==> config.mk <==
export PLATFORM = sky130hd
export DESIGN_NAME = status_led_pattern_controller_flat
export DESIGN_NICKNAME = d
export VERILOG_FILES = /design/src/sv/slpc_pkg.sv /design/src/sv/slpc_if.sv /design/src/sv/slpc_cfg_regs.sv /design/src/sv/slpc_core.sv /design/src/sv/status_led_pattern_controller.sv /design/src/flat_wrapper.sv
export SDC_FILE = /design/constraint.sdc
export NUM_CORES = 1
export LEC_CHECK = 0
export ABC_AREA = 1
export BUFFER_PORTS_ARGS = -buffer_cell sky130_fd_sc_hd__clkbuf_2
export CAP_MARGIN = 40
export CORE_ASPECT_RATIO = 1.4
export CORE_MARGIN = 3
export CORE_UTILIZATION = 48
export DETAILED_ROUTE_END_ITERATION = 10
export PLACE_DENSITY = 0.65
export REMOVE_ABC_BUFFERS = 1
export SYNTH_ARGS = -nofsm -noshare
export SYNTH_HDL_FRONTEND = slang
export SYNTH_HIERARCHICAL = 1
export SYNTH_SLANG_ARGS = --single-unit
==> constraint.sdc <==
create_clock -name clk_i -period 5 [get_ports clk_i]
set_input_delay 0 -clock clk_i [delete_from_list [all_inputs] [get_ports clk_i]]
set_output_delay 0 -clock clk_i [all_outputs]
set_load 0.05 [all_outputs]
==> src/sv/slpc_pkg.sv <==
// Shared types and constants for the status LED pattern controller.
// No dependencies; every other file depends on this package.
`default_nettype none

package slpc_pkg;

  localparam int unsigned TIMER_WIDTH = 16;
  localparam int unsigned BLINK_WIDTH = 4;
  localparam int unsigned CFG_WIDTH   = 16;
  localparam int unsigned CFG_IDX_W   = 3;

  // Mode encoding, shared by mode_code and mode_now
  typedef enum logic [1:0] {
    MODE_READY  = 2'd0,
    MODE_LISTEN = 2'd1,
    MODE_PROC   = 2'd2,
    MODE_RESULT = 2'd3
  } mode_e;

  // Register indexes on the configuration port
  localparam logic [CFG_IDX_W-1:0] CFG_READY_PULSE = CFG_IDX_W'(0);
  localparam logic [CFG_IDX_W-1:0] CFG_READY_PERIOD = CFG_IDX_W'(1);
  localparam logic [CFG_IDX_W-1:0] CFG_PROC_HALF = CFG_IDX_W'(2);
  localparam logic [CFG_IDX_W-1:0] CFG_RESULT_STEP = CFG_IDX_W'(3);

  localparam logic [CFG_WIDTH-1:0] RST_READY_PULSE  = CFG_WIDTH'(90);
  localparam logic [CFG_WIDTH-1:0] RST_READY_PERIOD = CFG_WIDTH'(1600);
  localparam logic [CFG_WIDTH-1:0] RST_PROC_HALF    = CFG_WIDTH'(140);
  localparam logic [CFG_WIDTH-1:0] RST_RESULT_STEP  = CFG_WIDTH'(120);

  typedef struct packed {
    logic [CFG_WIDTH-1:0] ready_on_ticks;
    logic [CFG_WIDTH-1:0] ready_len_ticks;
    logic [CFG_WIDTH-1:0] processing_half_ms;
    logic [CFG_WIDTH-1:0] result_step_ms;
  } cfg_t;

  // One item as held in the input register
  typedef struct packed {
    logic                   req_type;
    logic [1:0]             mode_code;
    logic [BLINK_WIDTH-1:0] blink_count;
  } item_t;

  // LED status after an item
  typedef struct packed {
    logic  led_on;
    mode_e mode_now;
  } status_t;

endpackage

`default_nettype wire

==> src/sv/slpc_if.sv <==
// Handshake interfaces for the request and result channels.
// Depends on slpc_pkg for the blink field width.
`default_nettype none

interface slpc_req_if;
  logic                           valid;
  logic                           ready;
  logic                           req_type;
  logic [1:0]                     mode_code;
  logic [slpc_pkg::BLINK_WIDTH-1:0] blink_count;

  modport source (output valid, output req_type, output mode_code, output blink_count,
                  input ready);
  modport sink   (input valid, input req_type, input mode_code, input blink_count,
                  output ready);
endinterface

interface slpc_rsp_if;
  logic       valid;
  logic       ready;
  logic       led_on;
  logic [1:0] mode_now;

  modport source (output valid, output led_on, output mode_now, input ready);
  modport sink   (input valid, input led_on, input mode_now, output ready);
endinterface

`default_nettype wire

==> src/sv/slpc_cfg_regs.sv <==
// Configuration register file: four timing registers with reset defaults.
// Depends on slpc_pkg.
`default_nettype none

module slpc_cfg_regs (
  input  logic                            clk_i,
  input  logic                            rst_ni,
  input  logic                            cfg_we_i,
  input  logic [slpc_pkg::CFG_IDX_W-1:0]  cfg_idx_i,
  input  logic [slpc_pkg::CFG_WIDTH-1:0]  cfg_wdata_i,
  output slpc_pkg::cfg_t                  cfg_o
);
  import slpc_pkg::*;

  cfg_t cfg_q, cfg_d;

  always_comb begin
    cfg_d = cfg_q;
    if (cfg_we_i) begin
      case (cfg_idx_i)
        CFG_READY_PULSE:  cfg_d.ready_on_ticks     = cfg_wdata_i;
        CFG_READY_PERIOD: cfg_d.ready_len_ticks    = cfg_wdata_i;
        CFG_PROC_HALF:    cfg_d.processing_half_ms = cfg_wdata_i;
        CFG_RESULT_STEP:  cfg_d.result_step_ms     = cfg_wdata_i;
        default:          cfg_d = cfg_q; // drop writes beyond the list
      endcase
    end
  end

  always_ff @(posedge clk_i or negedge rst_ni) begin
    if (!rst_ni) begin
      cfg_q.ready_on_ticks     <= RST_READY_PULSE;
      cfg_q.ready_len_ticks    <= RST_READY_PERIOD;
      cfg_q.processing_half_ms <= RST_PROC_HALF;
      cfg_q.result_step_ms     <= RST_RESULT_STEP;
    end else begin
      cfg_q <= cfg_d;
    end
  end

  assign cfg_o = cfg_q;

endmodule

`default_nettype wire

==> src/sv/slpc_core.sv <==
// Pattern state and its update for one item, registered when step_i is high.
// Depends on slpc_pkg; fed by the input register of the top level.
`default_nettype none

module slpc_core (
  input  logic              clk_i,
  input  logic              rst_ni,
  input  logic              step_i,
  input  slpc_pkg::item_t   item_i,
  input  slpc_pkg::cfg_t    cfg_i,
  output slpc_pkg::status_t status_o
);
  import slpc_pkg::*;

  localparam logic [TIMER_WIDTH-1:0] TIMER_MAX = '1;

  mode_e                  mode_q, mode_d;
  logic [TIMER_WIDTH-1:0] elapsed_q, elapsed_d;
  logic                   phase_q, phase_d;
  logic [BLINK_WIDTH-1:0] target_q, target_d;
  logic [BLINK_WIDTH-1:0] done_q, done_d;
  logic                   led_q, led_d;

  logic [TIMER_WIDTH-1:0] adv;
  logic [BLINK_WIDTH-1:0] done_inc;
  logic                   go_ready;
  mode_e                  new_mode;

  always_comb begin
    adv      = (elapsed_q == TIMER_MAX) ? TIMER_MAX : elapsed_q + 1'b1;
    done_inc = done_q + 1'b1;
    new_mode = mode_e'(item_i.mode_code);

    mode_d    = mode_q;
    elapsed_d = elapsed_q;
    phase_d   = phase_q;
    target_d  = target_q;
    done_d    = done_q;
    led_d     = led_q;
    go_ready  = 1'b0;

    if (item_i.req_type) begin
      // Set mode: restart every count
      mode_d    = new_mode;
      elapsed_d = '0;
      phase_d   = 1'b0;
      done_d    = '0;
      target_d  = (new_mode == MODE_RESULT) ? item_i.blink_count : '0;
      led_d     = (new_mode == MODE_LISTEN);
    end else begin
      case (mode_q)
        MODE_READY: begin
          elapsed_d = (adv >= cfg_i.ready_len_ticks) ? '0 : adv;
          led_d     = (elapsed_d < cfg_i.ready_on_ticks);
        end
        MODE_LISTEN: begin
          elapsed_d = adv;
          led_d     = 1'b1;
        end
        MODE_PROC: begin
          if (adv >= cfg_i.processing_half_ms) begin
            elapsed_d = '0;
            phase_d   = ~phase_q;
          end else begin
            elapsed_d = adv;
          end
          led_d = ~phase_d;
        end
        MODE_RESULT: begin
          if (done_q >= target_q) begin
            go_ready = 1'b1;
          end else if (adv < cfg_i.result_step_ms) begin
            elapsed_d = adv;
          end else begin
            elapsed_d = '0;
            if (!led_q) begin
              led_d = 1'b1;
            end else begin
              // Count a completed blink on each toggle to off
              led_d  = 1'b0;
              done_d = done_inc;
              go_ready = (done_inc >= target_q);
            end
          end
        end
        default: mode_d = mode_q;
      endcase

      if (go_ready) begin
        mode_d    = MODE_READY;
        elapsed_d = '0;
        phase_d   = 1'b0;
        done_d    = '0;
        target_d  = '0;
        led_d     = 1'b0;
      end
    end
  end

  always_ff @(posedge clk_i or negedge rst_ni) begin
    if (!rst_ni) begin
      mode_q    <= MODE_READY;
      elapsed_q <= '0;
      phase_q   <= 1'b0;
      target_q  <= '0;
      done_q    <= '0;
      led_q     <= 1'b0;
    end else if (step_i) begin
      mode_q    <= mode_d;
      elapsed_q <= elapsed_d;
      phase_q   <= phase_d;
      target_q  <= target_d;
      done_q    <= done_d;
      led_q     <= led_d;
    end
  end

  assign status_o.led_on   = led_d;
  assign status_o.mode_now = mode_d;

endmodule

`default_nettype wire

==> src/sv/status_led_pattern_controller.sv <==
// Channel  Dir  Payload                              Handshake
// req      in   req_type, mode_code, blink_count     valid / ready
// rsp      out  led_on, mode_now                     valid / ready
// cfg      in   cfg_idx_i, cfg_wdata_i               cfg_we_i, no back-pressure
//
// One item per cycle sustained while results are taken; an accepted item goes first to
// the input register, then its status to the result register, which sets rsp.valid.
// The input register feeds the state update in slpc_core; the result register holds
// the status until taken. A stalled result holds the input register, and req.ready
// then drops once that register is full. Reset clears the pattern state and loads
// the default timing registers.
// Depends on slpc_pkg, slpc_if, slpc_cfg_regs and slpc_core.
`default_nettype none

module status_led_pattern_controller (
  input  logic                            clk_i,
  input  logic                            rst_ni,
  slpc_req_if.sink                        req,
  slpc_rsp_if.source                      rsp,
  input  logic                            cfg_we_i,
  input  logic [slpc_pkg::CFG_IDX_W-1:0]  cfg_idx_i,
  input  logic [slpc_pkg::CFG_WIDTH-1:0]  cfg_wdata_i
);
  import slpc_pkg::*;

  cfg_t    cfg;
  item_t   item_q;
  logic    in_valid_q;
  logic    out_valid_q;
  status_t status_nxt;
  status_t status_q;
  logic    adv;
  logic    in_take;

  assign adv     = in_valid_q && (!out_valid_q || rsp.ready);
  assign in_take = req.valid && req.ready;

  assign req.ready = !in_valid_q || adv;

  slpc_cfg_regs u_cfg (
    .clk_i       (clk_i),
    .rst_ni      (rst_ni),
    .cfg_we_i    (cfg_we_i),
    .cfg_idx_i   (cfg_idx_i),
    .cfg_wdata_i (cfg_wdata_i),
    .cfg_o       (cfg)
  );

  slpc_core u_core (
    .clk_i    (clk_i),
    .rst_ni   (rst_ni),
    .step_i   (adv),
    .item_i   (item_q),
    .cfg_i    (cfg),
    .status_o (status_nxt)
  );

  always_ff @(posedge clk_i or negedge rst_ni) begin
    if (!rst_ni) begin
      in_valid_q  <= 1'b0;
      out_valid_q <= 1'b0;
    end else begin
      if (req.ready) begin
        in_valid_q <= req.valid;
      end
      if (adv) begin
        out_valid_q <= 1'b1;
      end else if (rsp.ready) begin
        out_valid_q <= 1'b0;
      end
    end
  end

  // Payload registers, no reset
  always_ff @(posedge clk_i) begin
    if (in_take) begin
      item_q.req_type    <= req.req_type;
      item_q.mode_code   <= req.mode_code;
      item_q.blink_count <= req.blink_count;
    end
    if (adv) begin
      status_q <= status_nxt;
    end
  end

  assign rsp.valid    = out_valid_q;
  assign rsp.led_on   = status_q.led_on;
  assign rsp.mode_now = status_q.mode_now;

endmodule

`default_nettype wire

==> src/flat_wrapper.sv <==
// flat-port wrapper written by rule: the top's interface ports become plain ports
module status_led_pattern_controller_flat import slpc_pkg::*;
  (clk_i, rst_ni, cfg_we_i, cfg_idx_i, cfg_wdata_i, req_valid, req_req_type, req_mode_code, req_blink_count, req_ready, rsp_valid, rsp_led_on, rsp_mode_now, rsp_ready);
  slpc_req_if req_i ();
  slpc_rsp_if rsp_i ();
  input  logic clk_i;
  input  logic rst_ni;
  input  logic cfg_we_i;
  input  logic [slpc_pkg::CFG_IDX_W-1:0] cfg_idx_i;
  input  logic [slpc_pkg::CFG_WIDTH-1:0] cfg_wdata_i;
  input wire logic [$bits(req_i.valid)-1:0] req_valid;
  input wire logic [$bits(req_i.req_type)-1:0] req_req_type;
  input wire logic [$bits(req_i.mode_code)-1:0] req_mode_code;
  input wire logic [$bits(req_i.blink_count)-1:0] req_blink_count;
  output wire logic [$bits(req_i.ready)-1:0] req_ready;
  output wire logic [$bits(rsp_i.valid)-1:0] rsp_valid;
  output wire logic [$bits(rsp_i.led_on)-1:0] rsp_led_on;
  output wire logic [$bits(rsp_i.mode_now)-1:0] rsp_mode_now;
  input wire logic [$bits(rsp_i.ready)-1:0] rsp_ready;
  assign req_i.valid = req_valid;
  assign req_i.req_type = req_req_type;
  assign req_i.mode_code = req_mode_code;
  assign req_i.blink_count = req_blink_count;
  assign req_ready = req_i.ready;
  assign rsp_valid = rsp_i.valid;
  assign rsp_led_on = rsp_i.led_on;
  assign rsp_mode_now = rsp_i.mode_now;
  assign rsp_i.ready = rsp_ready;
  status_led_pattern_controller u_core (.clk_i(clk_i), .rst_ni(rst_ni), .req(req_i), .rsp(rsp_i), .cfg_we_i(cfg_we_i), .cfg_idx_i(cfg_idx_i), .cfg_wdata_i(cfg_wdata_i));
endmodule
==> impl_metrics.toml <==
[outcome]
run_status = "completed"

[clock_network]
cts_max_path_buffers = 2
htreeDepth = 3
clk_latency_ns = 0.35
cts_tree = "done"
cts_buffers = 9
clock_sinks = 104
path_clk_slew_ns = 0.07
root_buffer = "clkbuf_16"

[worst_setup_path]
crit_slowest_cell = "dfrtp_1"
cp_common_cell = "nand2_1"
path_depth = 31
worst-path-buf-inv = 5
crit_fanout = 9
r2r_cells = 31
cp_top_family = "simple AND/OR/NAND/NOR gates"
cp-end-kind = "flip-flop"
critical_path_class = "flip-flop to flip-flop"
startpoint_type = "flip-flop"
critPathRequiredTime_ns = 5.29
critPathMaxStageDelay_ns = 0.43
critPathArrivalTime_ns = 4.71

[power]
seqPwrFrac_pct = 43.1
finalPower_w = 0.00252
power_density_nw_per_um2 = 332
p_int_w = 0.00167
ir_drop_mv = 0.170
swShare_pct = 33.9
p_leak_nw = 4.26
pwr-share-comb_pct = 28.5
clockPowerShare_pct = 28.4
switching_power_w = 0.000856

[drt]
wl_per_cell_um = 14.4
routed.top_layer = "met4"
drcViolationCount = 0
vias = 5531
wl_um = 15800
drt_iter0_markers = 237
ant_nets = 0
vias_per_cell = 5.03
met2_length_um = 7890
firstDrtPassIters = 4
wl_met3_um = 496
met1_length_um = 7000

[yosys]
syn_inst = 851
synth-seq-area-share_pct = 39.6
yosysUniqueCellTypes = 42
yosys-top-cells-area = "dfrtp_1, nand2_1, ha_1"
syn_avg_cell_area_um2 = 7.92
ys_ff_latch = 104
synth_area_um2 = 6740
yosysTopAreaCell = "dfrtp_1"
yosysWarnings = 6
synth_top_area_share_pct = 29.7

[grt]
grt_pass1_wl_um = 26700
grt.overflow.total = 0
first_global_vias = 5501
grt.total_usage_pct = 21.5
grt_antenna_before_repair = 0
grt_max_degree = 53

[floorplan]
num_io_pins = 36
dieArea_um2 = 15500
die_height_um = 146
rows = 50
die_w_um = 106
core_um2 = 13600
initial_core_util_pct = 49.6

[sta]
max_freq_mhz = 226
post-route-min-period_ns = 4.42
fin_tns_setup_ns = 0
skew_ns = 0.00869
maxSlewViolCount = 0
maxSlewHeadroom_pct = 49.4
max_slew.worst_pin.slew_ns = 0.759
setup_viol = 0
finalCritPeriodShare_pct = 88.4
hold_viol_final = 0
rsz0062_at_grt = "false"

[job]
drv_cap = 0

[placed_design]
dp_hpwl_um = 11600
place.gp.congestion = 0.878
io_buffers = 35

[finish]
drive_gt1_share_pct = 13.3
fin_nets = 1015
antennaDiodeCount = 0
final_util_pct = 56.0
area_growth_pct = 12.9

[min_path]
hold_path.class = "input port to flip-flop"
hold_depth = 5
-- routing by layer --
| layer | vias up | track usage [%] |
|---|---|---|
| met5 | - | 0 |
| met4 | 0 | 8.55 |
| met3 | 27 | 3.10 |
| met2 | 86 | 37.4 |
| met1 | 2601 | 26.6 |
| li1 | 2817 | - |
-- path summary, 6_finish.rpt --
check | start | to | slack, ns
max | u_core/u_core/elapsed_q[0] | u_core/u_core/led_q | 0.58
min | cfg_we_i | u_core/u_cfg/cfg_o[3] | 0.06
max reg2reg | u_core/u_core/elapsed_q[0] | u_core/u_core/led_q | 0.58
min reg2reg | u_core/u_cfg/cfg_o[23] | u_core/u_cfg/cfg_o[23] | 0.46
max in group asynchronous | rst_ni | u_core/u_cfg/cfg_o[7] | 3.74
min in group asynchronous | rst_ni | u_core/u_core/done_q[2] | 0.20
-- worst min-delay path, stage by stage --
cell,delay (ns)
clkbuf_2,0.09
nand2_1,0.10
nor2_4,0.11
nand2_1,0.08
nand2_1,0.04
-- sequential cells by signal (all words and copies together) (netlist names) --
| name | flops |
|---|---|
| u_core/item_q | 7 |
| u_core/u_core/led_q | 1 |
| u_core/u_core/elapsed_q | 16 |
| u_core/u_core/mode_q | 2 |
| u_core/u_core/phase_q | 1 |
| u_core/u_cfg/cfg_o | 64 |
| u_core/rsp.led_on | 1 |
| u_core/in_valid_q | 1 |
| u_core/rsp.valid | 1 |
| u_core/u_core/target_q | 4 |
| u_core/rsp.mode_now | 2 |
| u_core/u_core/done_q | 4 |
-- power by group through the flow --
stage               Clock [W]  Sequential (W)  Combinational [W]
finish               0.000716         0.00109           0.000718
floorplan                   0         0.00109           0.000493
detailed placement          0         0.00110           0.000699
CTS                  0.000733         0.00109           0.000724
global placement            0         0.00110           0.000691
global route         0.000764         0.00111           0.000837
-- synthesized netlist by cell type, drive strengths merged --
master and number:
o21a 3, o21bai 2, o311ai 1, o21ai 24
nand3 73, buf 14, a21o 1, nand2 279
a21oi 31, dfrtp 80, o221a 1, nor2 61
nor3 11, or2 1, o211ai 2, a31oi 2
o22ai 9, ha 72, xnor2 2, a211oi 4
nand3b 1, dfstp 14, xor2 4, inv 140
edfxtp 10, nand4 5, clkbuf 4
-- area by class of cell --
class,count,area [µm²]
Clock buffer,13,250
Clock inverter,3,42.5
Fill cell,1344,5970
Inverter,140,526
Multi-Input combinational cell,589,3390
Sequential cell,104,2670
Tap cell,182,228
Timing Repair Buffer,68,497
-- stage by stage --
stage | setup slack [ns] | hold WS, ns | instance area [µm²] | instances
global route | 0.111 | 0.117 | 7610 | 1099
detailed placement | 0.519 | 0.0587 | 7040 | 1056
CTS | 0.486 | 0.0602 | 7600 | 1099
floorplan | 1.10 | -0.296 | 6590 | 833
finish | 0.579 | 0.0639 | 7610 | 1099
global placement | 0.649 | 0.0555 | 7030 | 1055
-- cell usage in the layout (no fill, tap or decap), types with 8 or more instances in the layout --
cell type	n
nand2_1	263
nand3_2	8
dfstp_2	14
a21oi_1	31
dfrtp_1	80
ha_1	72
inv_2	10
o21ai_0	20
nand2_2	8
clkbuf_2	34
nor2_1	54
nand2_4	8
inv_1	130
dlygate4sd3_1	27
nand3_1	65
nor3_1	11
clkbuf_16	9
edfxtp_1	10
-- logic make-up after synthesis --
logic type / count (synthesis) / share of synthesized area [%]
AND/OR/NAND/NOR: 431 / 28.5
adder cells (fa/ha/maj): 72 / 13.4
XOR/XNOR: 6 / 0.780
flip-flops: 104 / 39.6
AO/OA/AOI/OAI: 80 / 7.63
buffers and inverters: 158 / 10.1
-- timing repair --
action / 4_1_cts / 5_1_grt
buffers inserted: 0 / 0
resized for setup: 0 / 1
hold endpoints to repair: 113 / 0
endpoints found under the setup margin: 0 / 1
hold buffers: 27 / 0
Power figures use the tool's default switching activity.
